$ cat src/hdl/utf8dec_pkg.sv
// Shared types and constants for the UTF-8 to UCS-2 decoder.
// No dependencies; used by every module of the decoder.
`timescale 1ns / 1ps

package utf8dec_pkg;

    // Lead byte class boundaries.
    localparam logic [7:0] LEAD_2B_MIN = 8'hC0;
    localparam logic [7:0] LEAD_3B_MIN = 8'hE0;
    localparam logic [7:0] LEAD_4B_MIN = 8'hF0;
    localparam logic [7:0] LEAD_5B_MIN = 8'hF8;
    localparam logic [7:0] LEAD_6B_MIN = 8'hFC;

    // Bytes still expected after each kind of lead.
    localparam logic [2:0] PEND_2B = 3'd1;
    localparam logic [2:0] PEND_3B = 3'd2;
    localparam logic [2:0] PEND_4B = 3'd3;
    localparam logic [2:0] PEND_5B = 3'd4;
    localparam logic [2:0] PEND_6B = 3'd5;

    localparam logic [15:0] CODE_INVALID = 16'hFFFF;

    typedef struct packed {
        logic       last_byte;
        logic [7:0] data_byte;
    } in_item_t;

    typedef struct packed {
        logic        end_of_string;
        logic [15:0] code_unit;
    } out_item_t;

endpackage

$ cat src/hdl/utf8dec_in_stage.sv
// Input register of the decoder: holds one accepted byte until the core takes it.
// Depends on utf8dec_pkg.
`timescale 1ns / 1ps

module utf8dec_in_stage
    import utf8dec_pkg::*;
(
    input  logic     clk,
    input  logic     rst_n,
    input  logic     s_valid,
    output logic     s_ready,
    input  in_item_t s_item,
    output logic     item_valid,
    output in_item_t item,
    input  logic     item_take
);

    logic     valid_reg;
    logic     valid_next;
    in_item_t item_reg;

    // A new item may enter whenever the held one leaves in the same cycle.
    assign s_ready = !valid_reg || item_take;

    always_comb
    begin
        valid_next = valid_reg;
        if (s_valid && s_ready)
        begin
            valid_next = 1'b1;
        end
        else if (item_take)
        begin
            valid_next = 1'b0;
        end
    end

    always_ff @(posedge clk or negedge rst_n)
    begin
        if (!rst_n)
        begin
            valid_reg <= 1'b0;
        end
        else
        begin
            valid_reg <= valid_next;
        end
    end

    always_ff @(posedge clk)
    begin
        if (s_valid && s_ready)
        begin
            item_reg <= s_item;
        end
    end

    assign item_valid = valid_reg;
    assign item       = item_reg;

endmodule

$ cat src/hdl/utf8dec_core.sv
// Decoding step of the decoder: sequence state and the per-byte decision logic.
// Depends on utf8dec_pkg.
`timescale 1ns / 1ps

module utf8dec_core
    import utf8dec_pkg::*;
(
    input  logic      clk,
    input  logic      rst_n,
    input  in_item_t  item,
    input  logic      step,
    output logic      emit,
    output out_item_t result
);

    logic [9:0]  partial_reg;
    logic [9:0]  partial_next;
    logic [2:0]  pending_reg;
    logic [2:0]  pending_next;
    logic        skip_reg;
    logic        skip_next;
    logic [2:0]  pending_dec;
    logic [15:0] value;
    logic [7:0]  b;
    logic        last;

    assign b           = item.data_byte;
    assign last        = item.last_byte;
    assign pending_dec = 3'(pending_reg - 3'd1);
    assign value       = {partial_reg, b[5:0]};

    always_comb
    begin
        partial_next         = partial_reg;
        pending_next         = pending_reg;
        skip_next            = skip_reg;
        emit                 = 1'b0;
        result.code_unit     = CODE_INVALID;
        result.end_of_string = 1'b1;

        if (pending_reg == 3'd0)
        begin
            priority if (b < LEAD_2B_MIN)
            begin
                emit                 = 1'b1;
                result.code_unit     = {8'h00, b};
                result.end_of_string = last;
            end
            else if (b < LEAD_4B_MIN)
            begin
                if (b < LEAD_3B_MIN)
                begin
                    partial_next = {5'd0, b[4:0]};
                    pending_next = PEND_2B;
                end
                else
                begin
                    partial_next = {6'd0, b[3:0]};
                    pending_next = PEND_3B;
                end
                skip_next = 1'b0;
                // A lead that is itself the last byte can never be completed.
                if (last)
                begin
                    partial_next = '0;
                    pending_next = '0;
                    emit         = 1'b1;
                end
            end
            else
            begin
                priority if (b < LEAD_5B_MIN)
                begin
                    pending_next = PEND_4B;
                end
                else if (b < LEAD_6B_MIN)
                begin
                    pending_next = PEND_5B;
                end
                else
                begin
                    pending_next = PEND_6B;
                end
                skip_next            = 1'b1;
                partial_next         = '0;
                emit                 = 1'b1;
                result.end_of_string = last;
                if (last)
                begin
                    pending_next = '0;
                    skip_next    = 1'b0;
                end
            end
        end
        else if (skip_reg)
        begin
            // The invalid marker went out with the lead, so a finished skip is silent.
            if (pending_dec == 3'd0)
            begin
                partial_next = '0;
                pending_next = '0;
                skip_next    = 1'b0;
            end
            else if (last)
            begin
                partial_next = '0;
                pending_next = '0;
                skip_next    = 1'b0;
                emit         = 1'b1;
            end
            else
            begin
                pending_next = pending_dec;
            end
        end
        else
        begin
            if (pending_dec == 3'd0)
            begin
                partial_next         = '0;
                pending_next         = '0;
                skip_next            = 1'b0;
                emit                 = 1'b1;
                result.code_unit     = value;
                result.end_of_string = last;
            end
            else if (last)
            begin
                partial_next = '0;
                pending_next = '0;
                skip_next    = 1'b0;
                emit         = 1'b1;
            end
            else
            begin
                partial_next = value[9:0];
                pending_next = pending_dec;
            end
        end
    end

    always_ff @(posedge clk or negedge rst_n)
    begin
        if (!rst_n)
        begin
            partial_reg <= '0;
            pending_reg <= '0;
            skip_reg    <= 1'b0;
        end
        else if (step)
        begin
            partial_reg <= partial_next;
            pending_reg <= pending_next;
            skip_reg    <= skip_next;
        end
    end

endmodule

$ cat src/hdl/utf8dec_out_stage.sv
// Result register of the decoder: holds one code unit until the sink takes it.
// Depends on utf8dec_pkg.
`timescale 1ns / 1ps

module utf8dec_out_stage
    import utf8dec_pkg::*;
(
    input  logic      clk,
    input  logic      rst_n,
    input  logic      load,
    input  out_item_t load_item,
    output logic      free,
    output logic      m_valid,
    input  logic      m_ready,
    output out_item_t m_item
);

    logic      valid_reg;
    logic      valid_next;
    out_item_t item_reg;

    assign free = !valid_reg || m_ready;

    always_comb
    begin
        valid_next = valid_reg;
        if (load)
        begin
            valid_next = 1'b1;
        end
        else if (m_ready)
        begin
            valid_next = 1'b0;
        end
    end

    always_ff @(posedge clk or negedge rst_n)
    begin
        if (!rst_n)
        begin
            valid_reg <= 1'b0;
        end
        else
        begin
            valid_reg <= valid_next;
        end
    end

    always_ff @(posedge clk)
    begin
        if (load)
        begin
            item_reg <= load_item;
        end
    end

    assign m_valid = valid_reg;
    assign m_item  = item_reg;

endmodule

$ cat src/hdl/utf8_to_ucs2_decoder.sv
// Top level of the UTF-8 to UCS-2 decoder.
// Depends on utf8dec_pkg, utf8dec_in_stage, utf8dec_core and utf8dec_out_stage.
//
//   Channel   Direction  Payload
//   s_axis    in         tdata: data_byte[7:0]; tlast: last_byte
//   m_axis    out        tdata: code_unit[15:0]; tlast: end_of_string
//
// One byte is accepted per cycle while s_tready is high. A result is valid on
// m_axis at the earliest once its byte has passed through the input register
// and the decoded result has been loaded into the result register.
// Bytes that produce no result never wait for the result register.
// Reset clears the sequence state and both valid flags at once.
// When the sink stalls with a result held, a byte that makes a further result
// waits in the input register and s_tready falls until the held result is taken.
`timescale 1ns / 1ps

module utf8_to_ucs2_decoder
    import utf8dec_pkg::*;
(
    input  logic        clk,
    input  logic        rst_n,
    input  logic        s_tvalid,
    output logic        s_tready,
    input  logic [7:0]  s_tdata,   // [7:0] data_byte
    input  logic        s_tlast,   // last_byte
    output logic        m_tvalid,
    input  logic        m_tready,
    output logic [15:0] m_tdata,   // [15:0] code_unit
    output logic        m_tlast    // end_of_string
);

    in_item_t  s_item;
    in_item_t  item;
    logic      item_valid;
    logic      item_take;
    logic      emit;
    logic      out_free;
    out_item_t result;
    out_item_t m_item;

    assign s_item.data_byte = s_tdata;
    assign s_item.last_byte = s_tlast;

    // The held byte is decoded once its result, if any, has somewhere to go.
    assign item_take = item_valid && (!emit || out_free);

    utf8dec_in_stage u_in_stage (
        .clk        (clk),
        .rst_n      (rst_n),
        .s_valid    (s_tvalid),
        .s_ready    (s_tready),
        .s_item     (s_item),
        .item_valid (item_valid),
        .item       (item),
        .item_take  (item_take)
    );

    utf8dec_core u_core (
        .clk    (clk),
        .rst_n  (rst_n),
        .item   (item),
        .step   (item_take),
        .emit   (emit),
        .result (result)
    );

    utf8dec_out_stage u_out_stage (
        .clk       (clk),
        .rst_n     (rst_n),
        .load      (item_take && emit),
        .load_item (result),
        .free      (out_free),
        .m_valid   (m_tvalid),
        .m_ready   (m_tready),
        .m_item    (m_item)
    );

    assign m_tdata = m_item.code_unit;
    assign m_tlast = m_item.end_of_string;

endmodule

$ cat config.mk
export PLATFORM = sky130hd
export DESIGN_NAME = utf8_to_ucs2_decoder
export DESIGN_NICKNAME = d
export VERILOG_FILES = /design/src/hdl/utf8dec_pkg.sv /design/src/hdl/utf8dec_in_stage.sv /design/src/hdl/utf8dec_core.sv /design/src/hdl/utf8dec_out_stage.sv /design/src/hdl/utf8_to_ucs2_decoder.sv
export SDC_FILE = /design/constraint.sdc
export NUM_CORES = 1
export LEC_CHECK = 0
export BUFFER_PORTS_ARGS = -buffer_cell sky130_fd_sc_hd__buf_4
export CORE_ASPECT_RATIO = 0.6
export CORE_MARGIN = 3
export CORE_UTILIZATION = 49
export CTS_CLUSTER_SIZE = 12
export DETAILED_ROUTE_END_ITERATION = 6
export GPL_ROUTABILITY_DRIVEN = 0
export PLACE_DENSITY = 0.78
export SLEW_MARGIN = 20
export SYNTH_ARGS = -nofsm -noshare
export SYNTH_HDL_FRONTEND = slang
export SYNTH_HIERARCHICAL = 1
export SYNTH_SLANG_ARGS = --single-unit
$ cat constraint.sdc
create_clock -name clk -period 2.5 [get_ports clk]
set_clock_uncertainty 0.05 [all_clocks]
set_input_delay 0.125 -clock clk [delete_from_list [all_inputs] [get_ports clk]]
set_output_delay 0.125 -clock clk [all_outputs]
set_load 0.02 [all_outputs]
# --- Yosys cells after proc, flatten, opt, wreduce, memory -nomap -nowiden ---
# Index checks and enable logic that the tools add are counted.
op_classes:
  add_sub_neg: 1
  mul: 0
  div_mod_pow: 0
  order_cmp: 5
  eq_ne: 2
  shift: 0
  n_mux: 43
  bitwise_logic: 0
  n_reduce_logical: 15
op_table:
  columns: ["operator", "count"]
  rows:
  - ["two-way mux 10 bit", 7]
  - ["two-way mux 17 bit", 3]
  - ["< comparator 8 bit (second input constant)", 5]
  - ["two-way mux 3 bit", 7]
  - ["two-way mux 1 bit", 20]
  - ["two-way mux 16 bit", 1]
  - ["two-way mux 5 bit", 3]
  - ["logical NOT 3 bit", 2]
  - ["two-way mux 2 bit", 2]
  - ["inequality test 4 bit (second input constant)", 1]
  - ["nonzero test 2 bit", 2]
  - ["logical AND 1 bit", 3]
  - ["logical NOT 1 bit", 3]
  - ["logical OR 1 bit", 3]
  - ["AND reduction 3 bit", 1]
  - ["subtractor 3 x 1 -> 3 bit (second input constant)", 1]
  - ["inequality test 2 bit (second input constant)", 1]
  - ["AND reduction 2 bit", 1]
word_totals:
  register_bits: 42
  latch_bits: 0
  ram_bits: 0
  romBits: 0
  inputBits: 13
  out_inout_bits: 19
  elab_cells: 75
  memories: 0

# --- Depth between registers and ports, before layout ---
# Gate-level depths: netlist of the first run.
depth:
  word_depth: 11
  mapped_depth: 11
  depth_no_buf: 10

# --- Modules after synthesis ---
# Netlist of the first run, hierarchy kept.
modules_own_cells:
  columns: ["mod", "n_inst", "cells_per_inst", "area_each_um2", "seq_area_each_um2"]
  rows:
  - ["utf8dec_core", 1, 110, 999.7, 350.3]
  - ["utf8dec_out_stage", 1, 20, 558.0, 535.5]
  - ["utf8dec_in_stage", 1, 13, 324.1, 295.3]
  - ["utf8_to_ucs2_decoder", 1, 3, 18.8, 0.0]

# --- Worst setup path after synthesis of the first run ---
# No wires, ideal clock.
synth_path:
  kind: "register -> register"
  start: "reg u_core.pending_reg[0]"
  end: "reg u_in_stage.item_reg, in the netlist u_in_stage/item[0], enable pin"
  setup_ps: 301
  t_arrival_ps: 2076
  required_ps: 2149
  slack_ps: 73
  path_stages_with_launch: 10
  path_buffers: 0
  period_less_slack_ps: 2427
  cell_sequence: "dfrtp_1 -> inv_1 -> ha_1 -> or2b_1 -> a41o_4 -> o21ai_0 -> nand2_1 -> a21boi_1 -> nand2b_4 -> and2_4"
synth_via:
  elab_chain_len: 10
  word_cells_on_any_way: 12
  cone_classes: "1 x add/sub; 4 x mux; 7 x reduce/logical"
synth_lines:
  columns: ["element", "line", "source"]
  rows:
  - ["start, declared", "utf8dec_core.sv:18", "logic [2:0] pending_reg;"]
  - ["start signal, assigned", "utf8dec_core.sv:153", "pending_reg <= pending_next;"]
  - ["subtractor 3 x 1 -> 3 bit", "utf8dec_core.sv:29", "assign pending_dec = 3'(pending_reg - 3'd1);"]
  - ["logical NOT 3 bit", "utf8dec_core.sv:98, utf8dec_core.sv:118", null]
  - ["two-way mux 1 bit, on equally long branches", "utf8dec_core.sv:118, utf8dec_core.sv:98", null]
  - ["two-way mux 1 bit", "utf8dec_core.sv:95", "else if (skip_reg)"]
  - ["two-way mux 1 bit *", "utf8dec_core.sv:41", "if (pending_reg == 3'd0)"]
  - ["named net emit", "utf8_to_ucs2_decoder.sv:36", "logic emit;"]
  - ["logical NOT 1 bit *", "utf8_to_ucs2_decoder.sv:45", "assign item_take = item_valid && (!emit || out_free);"]
  - ["logical OR 1 bit *", "utf8_to_ucs2_decoder.sv:45", null]
  - ["logical AND 1 bit *", "utf8_to_ucs2_decoder.sv:45", null]
  - ["named net item_take", "utf8_to_ucs2_decoder.sv:35", "logic item_take;"]
  - ["logical OR 1 bit *", "utf8dec_in_stage.sv:23", "assign s_ready = !valid_reg || item_take;"]
  - ["named net s_tready", "utf8_to_ucs2_decoder.sv:23", "output logic s_tready,"]
  - ["logical AND 1 bit *", "utf8dec_in_stage.sv:52", "if (s_valid && s_ready)"]
  - ["end signal, assigned", "utf8dec_in_stage.sv:54", "item_reg <= s_item;"]
  - ["end, declared", "utf8dec_in_stage.sv:20", "in_item_t item_reg;"]
# The timed path passes the listed nets; every way through them passes the cells marked *.
# A chain may end at the register's enable or synchronous reset.

# --- Worst setup path in the final report of the first run ---
layout_path:
  start: "reg u_core.pending_reg[0]"
  end: "out s_tready"
layout_via:
  elab_chain_len: 9
  word_cells_on_any_way: 11
  cone_classes: "1 x add/sub; 4 x mux; 6 x reduce/logical"
layout_lines:
  columns: ["element", "line"]
  rows:
  - ["subtractor 3 x 1 -> 3 bit", "utf8dec_core.sv:29"]
  - ["logical NOT 3 bit", "utf8dec_core.sv:98, utf8dec_core.sv:118"]
  - ["two-way mux 1 bit, on equally long branches", "utf8dec_core.sv:118, utf8dec_core.sv:98"]
  - ["two-way mux 1 bit", "utf8dec_core.sv:95"]
  - ["two-way mux 1 bit *", "utf8dec_core.sv:41"]
  - ["named net emit", "utf8_to_ucs2_decoder.sv:36"]
  - ["logical NOT 1 bit *", "utf8_to_ucs2_decoder.sv:45"]
  - ["logical OR 1 bit *", "utf8_to_ucs2_decoder.sv:45"]
  - ["logical AND 1 bit *", "utf8_to_ucs2_decoder.sv:45"]
  - ["named net item_take", "utf8_to_ucs2_decoder.sv:35"]
  - ["logical OR 1 bit *", "utf8dec_in_stage.sv:23"]
  - ["end, declared", "utf8_to_ucs2_decoder.sv:23"]
# Marks and branches as above.

==> results.py, run 1 <==
metrics = {
    "yosys": {
        "synth_flop_cell": "edfxtp_1",
        "synthArstFlopShare_pct": 38.1,
        "synth_edf_count": 26,
        "synth_top_cell_by_area": "edfxtp_1",
        "synth_seq_area_share_pct": 62.1,
        "syn_area_um2": 1900,
        "synth.most_common_cell": "edfxtp_1",
        "synth.ff_latch_count": 42,
        "synth_top_cell_area_share_pct": 41.1,
        "ys_warn_count": 6,
        "synth_cells": 146,
        "synth_nets": 162,
        "ys_types": 43,
        "synth_top_cells_by_count": "edfxtp_1, dfrtp_1, a21o_1, a22o_1, nand2_1",
        "postSynthAreaPerCell_um2": 13.0,
        "netlist_top_cells_area": "edfxtp_1, dfrtp_1, a22o_1, a21o_1, nand2b_4",
    },
    "timing": {
        "finalHoldViolations": 0,
        "maxSlewHeadroom_pct": 71.2,
        "setup_viol": 0,
        "tightest_slew_ps": 433,
        "max_freq_ghz": 0.424,
        "fin_crit_sh_pct": 94.4,
        "fin_ws_ps": 140,
        "maxSlewViolCount": 0,
        "finalCriticalPeriod_ps": 2360,
    },
    "clocking": {
        "root_buffer": "clkbuf_8",
        "cts_buffer_depth": 2,
        "cts.sinks": 42,
        "cts_max_level": 2,
        "insertion_delay_ps": 290,
        "cts_buffers": 5,
        "cts_tree": "built",
        "clkTransAtPathRegs_ps": 70,
    },
    "global_routing": {
        "grt_usage_pct": 20.1,
        "grt_max_degree": 19,
        "grt_pass1_vias": 1385,
        "grt_pass1_wl_um": 7000,
        "gr-total-overflow": 0,
        "antenna_found_initial": 0,
    },
    "critical_path": {
        "startpoint_type": "flip-flop",
        "crit_buf_inv": 2,
        "path_delay_family": "compound AO/OA/AOI/OAI gates",
        "rr_worst_depth": 10,
        "slowest_delay_ps": 360,
        "reg2reg_from": "u_core/pending_reg[0]",
        "worstReg2RegEnd": "u_core/partial_reg[6]",
        "path_max_fanout": 6,
        "critPathKind": "flip-flop to output port",
        "cp-end-kind": "output port",
        "cp.arrival_ps": 2190,
        "path_cells": "inv_1, ha_4, or2b_1, a41o_4, o21ai_2, nand2_1, a21boi_4, nand2b_4, buf_4",
        "crit_slowest_cell": "dfrtp_1",
        "worst_ep_required_time_ps": 2330,
        "r2r_slack_ps": 140,
    },
    "power": {
        "power_switching_uw": 1270,
        "clkPwrFrac_pct": 16.2,
        "combPwrFrac_pct": 46.9,
        "vdd_drop_max_mv": 0.700,
        "internal_power_uw": 2110,
        "pwr_density_cell_nw_per_um2": 1370,
        "total_power_uw": 3380,
        "leakagePower_uw": 0.00104,
        "p_sw_share_pct": 37.5,
        "p_seq_share_pct": 36.9,
    },
    "drt": {
        "drt_iter0_drc": 242,
        "post-route-drc-count": 0,
        "route.vias.total": 1442,
        "wl_um": 4230,
        "vias_per_cell": 5.93,
        "routedWlPerCell_um": 17.4,
        "ant_nets": 0,
        "first_pass_iters": 5,
    },
    "place": {
        "dpl_worst_slack_ps": -181,
        "portBuffers": 31,
        "dpl.hpwl_um": 2830,
        "place_inst": 222,
    },
    "final_layout": {
        "post-route-util_pct": 71.0,
        "largest_register_ff_count": 17,
        "drive_above_1_share_pct": 33.8,
        "synthToLayoutAreaGrowth_pct": 30.2,
        "final_cells": 243,
        "n_antenna_cell": 0,
        "final_nets": 213,
    },
    "floorplan": {
        "coreArea_um2": 3480,
        "initial_core_util_pct": 54.6,
        "die_y_um": 54.2,
        "rows": 16,
        "die_w_um": 86.4,
        "dieArea_um2": 4690,
        "io_pins": 32,
    },
    "worst_hold_path": {
        "hold_path_depth": 3,
        "hold_end": "u_out_stage/m_valid",
        "hp-class": "input pin to flip-flop",
        "hp-start": "m_tready",
    },
    "outcome": {
        "status": "finished clean",
    },
    "flow_run": {
        "drv_cap": 0,
    },
}
worst reg2reg max path: cells and delay by family (launching register included):
kind	cells	cell delay, ps
DFF	1	360
and+or+nand+nor	3	650
buffers and inverters	1	90
AOI/OAI and AO/OA	5	970
adders and majority gates	1	180
per-layer routing:
metal  wire [um]  global-route usage [%]  up-vias
met1        1830                    27.8      698
met2        1930                    32.9       89
li1            -                       -      643
met3         419                    5.26       12
met4          44                    3.89        0
met5           0                       0        -
final cells by class:
class | instances | area (um^2)
flip-flops and latches | 42 | 1180
fillers | 231 | 1010
multi-input cells | 93 | 702
repair buffers | 49 | 395
clock buffers | 7 | 86.3
well taps | 45 | 56.3
clock inverters | 1 | 30.0
inverters | 6 | 22.5
cell usage in the layout (no fill, tap or decap), types with 2 or more instances in the layout:
cell / synthesis / routed
clkbuf_8: 0 / 6
o21ai_1: 2 / 4
or2_1: 3 / 3
nand2b_4: 3 / 3
edfxtp_1: 26 / 26
ha_1: 3 / 2
a21oi_1: 6 / 6
nand2_1: 8 / 8
o21ai_0: 7 / 4
inv_1: 6 / 5
o21ai_2: 1 / 2
nand3_1: 5 / 5
a21o_1: 9 / 9
buf_4: 0 / 38
nand2b_1: 6 / 6
nor2_1: 2 / 2
a22o_1: 9 / 9
or2_2: 3 / 3
nor4_1: 2 / 2
and2_1: 3 / 3
dlygate4sd3_1: 0 / 11
dfrtp_1: 16 / 16
cell families (layout without fill, tap and decap cells):
kind of cell | Yosys count | after routing | synth area share [%]
AOI/OAI and AO/OA | 44 | 44 | 17.3
adders and majority gates | 3 | 3 | 1.98
buffers and inverters | 11 | 63 | 3.03
DFF | 42 | 42 | 62.1
and+or+nand+nor | 46 | 46 | 15.5
timing repair:
item,CTS,global route
hold buffers,11,0
setup buffers,2,0
pin swaps,2,2
endpoints found under the hold margin,26,0
cloned,0,0
resized for setup,3,11
setup endpoints to repair,22,41
how the worst max path moves through the flow:
stage / start / to / slack [ps] / cells after the start
2_1_floorplan: u_core/pending_reg[0] / u_in_stage/item[0] / 70 / 9
3_3_place_gp: u_core/pending_reg[0] / u_core/partial_reg[7] / 20 / 10
3_5_place_dp: u_core/pending_reg[0] / u_core/partial_reg[6] / -180 / 10
4_1_cts: u_core/pending_reg[1] / s_tready / 7 / 9
5_1_grt: u_core/pending_reg[0] / s_tready / -20 / 10
6_report: u_core/pending_reg[0] / s_tready / 140 / 9
power groups by stage:
stage | registers (uW) | clock network [uW] | logic [uW]
after floorplan | 1380 | 0 | 874
final | 1250 | 547 | 1590
after global placement | 1240 | 0 | 1410
after global routing | 1270 | 593 | 1720
after CTS | 1240 | 556 | 1520
after detailed placement | 1260 | 0 | 1460
through the flow:
step	cell area [um^2]	TNS, ps	hold WS [ps]
2_1_floorplan	1900	0	-221
3_3_place_gp	2190	0	-53.7
3_5_place_dp	2190	-2340	-50.4
4_1_cts	2450	0	75.6
5_1_grt	2470	-15.4	81.4
6_report	2470	0	83.5
Power figures use the tool's default switching activity.
==> run 2: changes to the inputs <==
--- a/config.mk
+++ b/config.mk
@@ -6,7 +6,7 @@
 export NUM_CORES = 1
 export LEC_CHECK = 0
 export BUFFER_PORTS_ARGS = -buffer_cell sky130_fd_sc_hd__buf_4
-export CORE_ASPECT_RATIO = 0.6
+export CORE_ASPECT_RATIO = 0.75
 export CORE_MARGIN = 3
 export CORE_UTILIZATION = 49
 export CTS_CLUSTER_SIZE = 12
==> run 2 against run 1 <==
Sequential share of layout area is 0.89 points higher. Power is 5.4% lower. Maximum frequency is 1.4% lower. Worst setup slack worse by 34 ps. Die area is 0.35% lower. Sequential power hardly changed. Clock power is 19% lower. Critical path depth stayed put. Global-route usage is 1.7 points lower. Clock-buffer cell count stayed put. Combinational power is 6% lower. Non-clock buffer count is 2 lower. Largest cell class unchanged. Highest routed layer unchanged.
==> results.py, run 2 (synthesis gave the netlist of run 1 again) <==
metrics = {
    "clocking": {
        "cts_buffer_depth": 2,
        "clkTransAtPathRegs_ps": 70,
        "cts.sinks": 42,
        "cts_tree": "built",
        "cts_buffers": 5,
        "insertion_delay_ps": 290,
        "root_buffer": "clkbuf_8",
        "cts_max_level": 2,
    },
    "critical_path": {
        "path_max_fanout": 6,
        "cp.arrival_ps": 2220,
        "cp-end-kind": "output port",
        "worst_ep_required_time_ps": 2330,
        "rr_worst_depth": 10,
        "startpoint_type": "flip-flop",
        "critPathKind": "flip-flop to output port",
    },
    "final_layout": {
        "synthToLayoutAreaGrowth_pct": 27.8,
        "drive_above_1_share_pct": 33.2,
        "n_antenna_cell": 0,
        "mostFrequentLayoutCell": "buf_4",
        "layout_common_cells": "buf_4, edfxtp_1, dfrtp_1",
        "seqCellArea_um2": 1180,
        "final_nets": 211,
        "fill_cells": 241,
        "multiInputGateArea_um2": 691,
        "largest_register_ff_count": 17,
        "post-route-util_pct": 69.6,
    },
    "drt": {
        "first_pass_iters": 4,
        "ant_nets": 0,
        "post-route-drc-count": 0,
        "routedWlPerCell_um": 15.8,
        "drt_iter0_drc": 155,
        "vias_per_cell": 5.48,
        "wl_um": 3900,
        "route.vias.total": 1348,
    },
    "floorplan": {
        "rows": 18,
        "coreArea_um2": 3490,
        "io_pins": 32,
        "dieArea_um2": 4670,
        "die_y_um": 59.9,
        "die_w_um": 77.9,
        "initial_core_util_pct": 54.4,
    },
    "global_routing": {
        "grt_max_degree": 19,
        "grt_pass1_vias": 1359,
        "grt_pass1_wl_um": 6420,
        "grt_usage_pct": 18.5,
        "gr-total-overflow": 0,
        "antenna_found_initial": 0,
    },
    "timing": {
        "maxSlewHeadroom_pct": 72.8,
        "tightest_slew_ps": 408,
        "fin_crit_sh_pct": 95.8,
        "fin_ws_ps": 106,
        "finalCriticalPeriod_ps": 2390,
        "maxSlewViolCount": 0,
        "max_freq_ghz": 0.418,
        "finalHoldViolations": 0,
        "setup_viol": 0,
    },
    "power": {
        "p_seq_share_pct": 39.2,
        "p_sw_share_pct": 38.1,
        "combPwrFrac_pct": 47.0,
        "clkPwrFrac_pct": 13.8,
        "pwr_density_cell_nw_per_um2": 1320,
        "power_switching_uw": 1220,
        "leakagePower_uw": 0.00102,
        "internal_power_uw": 1980,
        "vdd_drop_max_mv": 0.678,
    },
    "flow_run": {
        "drv_cap": 0,
    },
    "worst_hold_path": {
        "hold_path_depth": 3,
        "hp-class": "input pin to flip-flop",
    },
    "place": {
        "portBuffers": 31,
        "dpl.hpwl_um": 2690,
        "dpl_worst_slack_ps": -65.9,
    },
    "outcome": {
        "status": "finished clean",
    },
}
## run 2: path summary, 6_finish.rpt
path	startpoint	to	slack (ps)
worst max-delay path	u_core/pending_reg[0]	s_tready	110
worst min-delay path	m_tready	u_out_stage/m_valid	80
worst max register to register	u_core/pending_reg[0]	u_core/partial_reg[9]	150
worst min register to register	u_core/partial_reg[4]	u_core/partial_reg[4]	460
max in group asynchronous	rst_n	u_core/partial_reg[4]	2030
min in group asynchronous	rst_n	u_core/partial_reg[0]	180
## run 2: power by group through the flow
stage | clock network (uW) | registers (uW) | logic, uW
after global placement | 0 | 1250 | 1390
final | 442 | 1250 | 1500
after global routing | 475 | 1290 | 1630
after detailed placement | 0 | 1260 | 1430
after CTS | 448 | 1250 | 1460
after floorplan | 0 | 1380 | 874
## run 2: layout make-up
| class | instances | share of cell area, % |
|---|---|---|
| Timing Repair Buffer | 47 | 15.7 |
| Tap cell | 50 | 2.58 |
| Sequential cell | 42 | 48.6 |
| Clock inverter | 1 | 0.206 |
| Clock buffer | 7 | 3.55 |
| Multi-Input combinational cell | 93 | 28.4 |
| Inverter | 6 | 0.927 |
## run 2: stage by stage
| stage | instances | power (uW) | hold WS [ps] | area, um^2 | TNS, ps |
|---|---|---|---|---|---|
| 4_1_cts | 245 | 3160 | 63.7 | 2400 | 0 |
| 3_3_place_gp | 226 | 2640 | -55.2 | 2190 | 0 |
| 6_report | 246 | 3200 | 79.9 | 2430 | 0 |
| 5_1_grt | 246 | 3400 | 76.0 | 2430 | -5.08 |
| 2_1_floorplan | 146 | 2250 | -221 | 1900 | 0 |
| 3_5_place_dp | 226 | 2690 | -52.8 | 2190 | -1010 |
## run 2: timing repair
action / CTS / global route
hold endpoints to repair: 26 / 0
setup endpoints to repair: 22 / 39
pin swaps: 0 / 2
hold buffers: 11 / 0
setup buffers: 0 / 1
resized for setup: 2 / 10
## run 2: critical path, stage by stage, from the launching register on
cell and delay [ps]:
dfrtp_1 380, inv_1 80, ha_2 200, or2b_1 250, a41o_4 290, o21ai_2 80
nand2_2 100, a21boi_4 230, nand2b_4 180, buf_4 140
## run 2: metal layers
metal / track usage (%) / part of all wire (%) / routed length, um
met3: 4.97 / 9.2 / 357
met2: 30.2 / 46 / 1770
met4: 8.48 / 2.7 / 106
met1: 23.4 / 43 / 1660
met5: 0 / 0 / 0
==> run 3: changes to the inputs <==
--- a/config.mk
+++ b/config.mk
@@ -5,14 +5,16 @@
 export SDC_FILE = /design/constraint.sdc
 export NUM_CORES = 1
 export LEC_CHECK = 0
+export ABC_AREA = 1
 export BUFFER_PORTS_ARGS = -buffer_cell sky130_fd_sc_hd__buf_4
 export CORE_ASPECT_RATIO = 0.75
 export CORE_MARGIN = 3
-export CORE_UTILIZATION = 49
+export CORE_UTILIZATION = 50
 export CTS_CLUSTER_SIZE = 12
 export DETAILED_ROUTE_END_ITERATION = 6
 export GPL_ROUTABILITY_DRIVEN = 0
-export PLACE_DENSITY = 0.78
+export PLACE_DENSITY = 0.79
+export SKIP_LAST_GASP = 1
 export SLEW_MARGIN = 20
 export SYNTH_ARGS = -nofsm -noshare
 export SYNTH_HDL_FRONTEND = slang
==> run 3 against run 2 <==
Final area is 6.0% higher. Die area is 1.2% higher. Highest routed layer unchanged. Synthesized cell count is 44% higher.
==> results.py, run 3 <==
metrics = {
    "final_layout": {
        "final_nets": 281,
        "fill_cells": 303,
        "largest_register_ff_count": 17,
        "design_area_um2": 2570,
        "n_antenna_cell": 0,
        "layout_common_cells": "nand2_1, buf_4, edfxtp_1",
        "mostFrequentLayoutCell": "nand2_1",
        "synthToLayoutAreaGrowth_pct": 30.9,
        "final_cells": 318,
        "drive_above_1_share_pct": 24.1,
    },
    "critical_path": {
        "slowest_delay_ps": 400,
        "path_max_fanout": 8,
        "rr_worst_depth": 14,
        "reg2reg_from": "u_core/pending_reg[0]",
        "path_delay_family": "simple AND/OR/NAND/NOR gates",
        "critPathKind": "flip-flop to output port",
        "path_cells": "inv_1, ha_1, inv_1, nand2_2, nand3_4, o21ai_4, o21ai_0, nand2_1, a21oi_4, inv_1, nand2_1, buf_4",
        "cp-end-kind": "output port",
        "startpoint_type": "flip-flop",
        "r2r_slack_ps": 290,
        "worst_ep_required_time_ps": 2330,
        "worstReg2RegEnd": "u_core/partial_reg[4]",
        "path_common_cell": "inv_1",
        "crit_buf_inv": 4,
        "cp.arrival_ps": 2110,
        "crit_slowest_cell": "dfrtp_1",
    },
    "drt": {
        "route.vias.total": 1563,
        "ant_nets": 0,
        "first_pass_iters": 5,
        "vias_per_cell": 4.92,
        "routedWlPerCell_um": 12.7,
        "wl_um": 4020,
        "post-route-drc-count": 0,
        "drt_iter0_drc": 118,
    },
    "power": {
        "leakagePower_uw": 0.00121,
        "vdd_drop_max_mv": 0.691,
        "pwr_density_cell_nw_per_um2": 1330,
    },
    "yosys": {
        "synth_nets": 226,
        "synthArstFlopShare_pct": 38.1,
        "synth_cells": 210,
        "synth_seq_area_share_pct": 60.1,
        "synth_top_cell_area_share_pct": 39.7,
        "synth_top_cell_by_area": "edfxtp_1",
        "synth_flop_cell": "edfxtp_1",
        "ys_warn_count": 6,
        "synth_edf_count": 26,
        "synth.ff_latch_count": 42,
        "synth.most_common_cell": "nand2_1",
        "postSynthAreaPerCell_um2": 9.36,
        "ys_types": 23,
        "syn_area_um2": 1970,
        "synth_top_cells_by_count": "nand2_1, edfxtp_1, inv_1, dfrtp_1",
        "netlist_top_cells_area": "edfxtp_1, dfrtp_1, nand2_1, inv_1, nand3_1",
    },
    "floorplan": {
        "initial_core_util_pct": 53.0,
        "dieArea_um2": 4730,
        "coreArea_um2": 3710,
        "io_pins": 32,
        "rows": 19,
        "die_y_um": 60.3,
        "die_w_um": 78.4,
    },
    "place": {
        "portBuffers": 31,
        "place_inst": 294,
        "placed_area_um2": 2280,
        "dpl.hpwl_um": 2770,
    },
    "clocking": {
        "cts.sinks": 42,
        "insertion_delay_ps": 280,
        "root_buffer": "clkbuf_8",
        "cts_max_level": 2,
        "cts_buffer_depth": 2,
        "cts_buffers": 5,
        "clkTransAtPathRegs_ps": 80,
        "cts_tree": "built",
    },
    "timing": {
        "finalCriticalPeriod_ps": 2290,
        "fin_crit_sh_pct": 91.4,
        "finalHoldViolations": 0,
        "rsz0062_at_grt": "false",
        "setup_viol": 0,
        "maxSlewHeadroom_pct": 76.8,
        "maxSlewViolCount": 0,
        "setup_tns_ps": 0,
        "tightest_slew_ps": 347,
        "max_freq_ghz": 0.438,
    },
    "global_routing": {
        "grt_pass1_vias": 1425,
        "grt_pass1_wl_um": 6680,
        "antenna_found_initial": 0,
        "gr-total-overflow": 0,
        "grt_max_degree": 19,
        "grt_usage_pct": 18.8,
    },
    "worst_hold_path": {
        "hold_end": "u_out_stage/m_valid",
        "hold_path_depth": 4,
        "hp-start": "m_tready",
        "hp-class": "input pin to flip-flop",
    },
    "flow_run": {
        "drv_cap": 0,
    },
    "outcome": {
        "status": "finished clean",
    },
}
## run 3: cell types whose count changed after synthesis, sizes merged, moves of 10 or more
| cell | previous run | this run |
|---|---|---|
| nor2 | 2 | 16 |
| nand2b | 10 | 0 |
| inv | 6 | 26 |
| nand2 | 9 | 78 |
| nand3 | 5 | 16 |
## run 3: area by class of cell
class                   count  area [um^2]  share of cell area (%)
flip-flops and latches     42         1180                    45.9
multi-input cells         136          663                    25.8
repair buffers             53          425                    16.5
inverters                  27          101                    3.94
clock buffers               5         68.8                    2.67
clock inverters             3         68.8                    2.67
well taps                  52         65.1                    2.53
## run 3: what timing repair did
action                                  CTS  global route
buffers inserted                          0             5
hold endpoints to repair                 26             0
endpoints found under the setup margin    0            20
gates resized for setup                   0             3
hold buffers                             11             0
## run 3: worst max-delay path by stage
stage	from	to	slack (ps)	cells after the start
global route	u_core/pending_reg[0]	s_tready	7	11
detailed placement	u_core/pending_reg[0]	u_core/partial_reg[9]	240	13
global placement	u_core/pending_reg[0]	u_in_stage/item[7]	330	11
floorplan	u_core/pending_reg[0]	u_in_stage/item[0]	120	10
finish	u_core/pending_reg[0]	s_tready	210	12
CTS	u_core/pending_reg[0]	s_tready	170	12
## run 3: cells by family (layout without fill, tap and decap cells)
family | after synthesis | count (layout) | share of synthesized area [%]
flip-flops | 42 | 42 | 60.1
AO/OA/AOI/OAI | 17 | 17 | 5.28
adder cells (fa/ha/maj) | 3 | 3 | 1.91
AND/OR/NAND/NOR | 116 | 116 | 25.8
buffers and inverters | 32 | 88 | 6.87
## run 3: tightest hold or removal path, cell delays in order
cell     delay [ps]
buf_4            80
inv_1            30
nand2_2          80
nand2_2          40
## run 3: where the power goes
group          switching (uW)  total [uW]  internal (uW)
clock                     228         628            400
combinational             996        1600            600
sequential                110        1210           1100
total                    1330        3430           2100
## run 3: through the flow
| step | power [uW] | worst slack (ps) | utilization (%) | hold slack (ps) |
|---|---|---|---|---|
| 2_1_floorplan | 2230 | 120 | - | -221 |
| 3_3_place_gp | 2650 | 326 | 61.4 | -47.8 |
| 3_5_place_dp | 2700 | 242 | 61.4 | -45.6 |
| 4_1_cts | 3350 | 167 | 68.1 | 41.3 |
| 5_1_grt | 3680 | 7.21 | 69.4 | 49.9 |
| 6_report | 3430 | 215 | 69.4 | 46.6 |
## run 3: layer usage
metal	routed length (um)	up-vias	track usage (%)
met5	0	-	0
met4	19	0	5.24
met3	271	4	4.67
met2	1900	66	31.6
met1	1840	709	24.9
li1	-	784	-
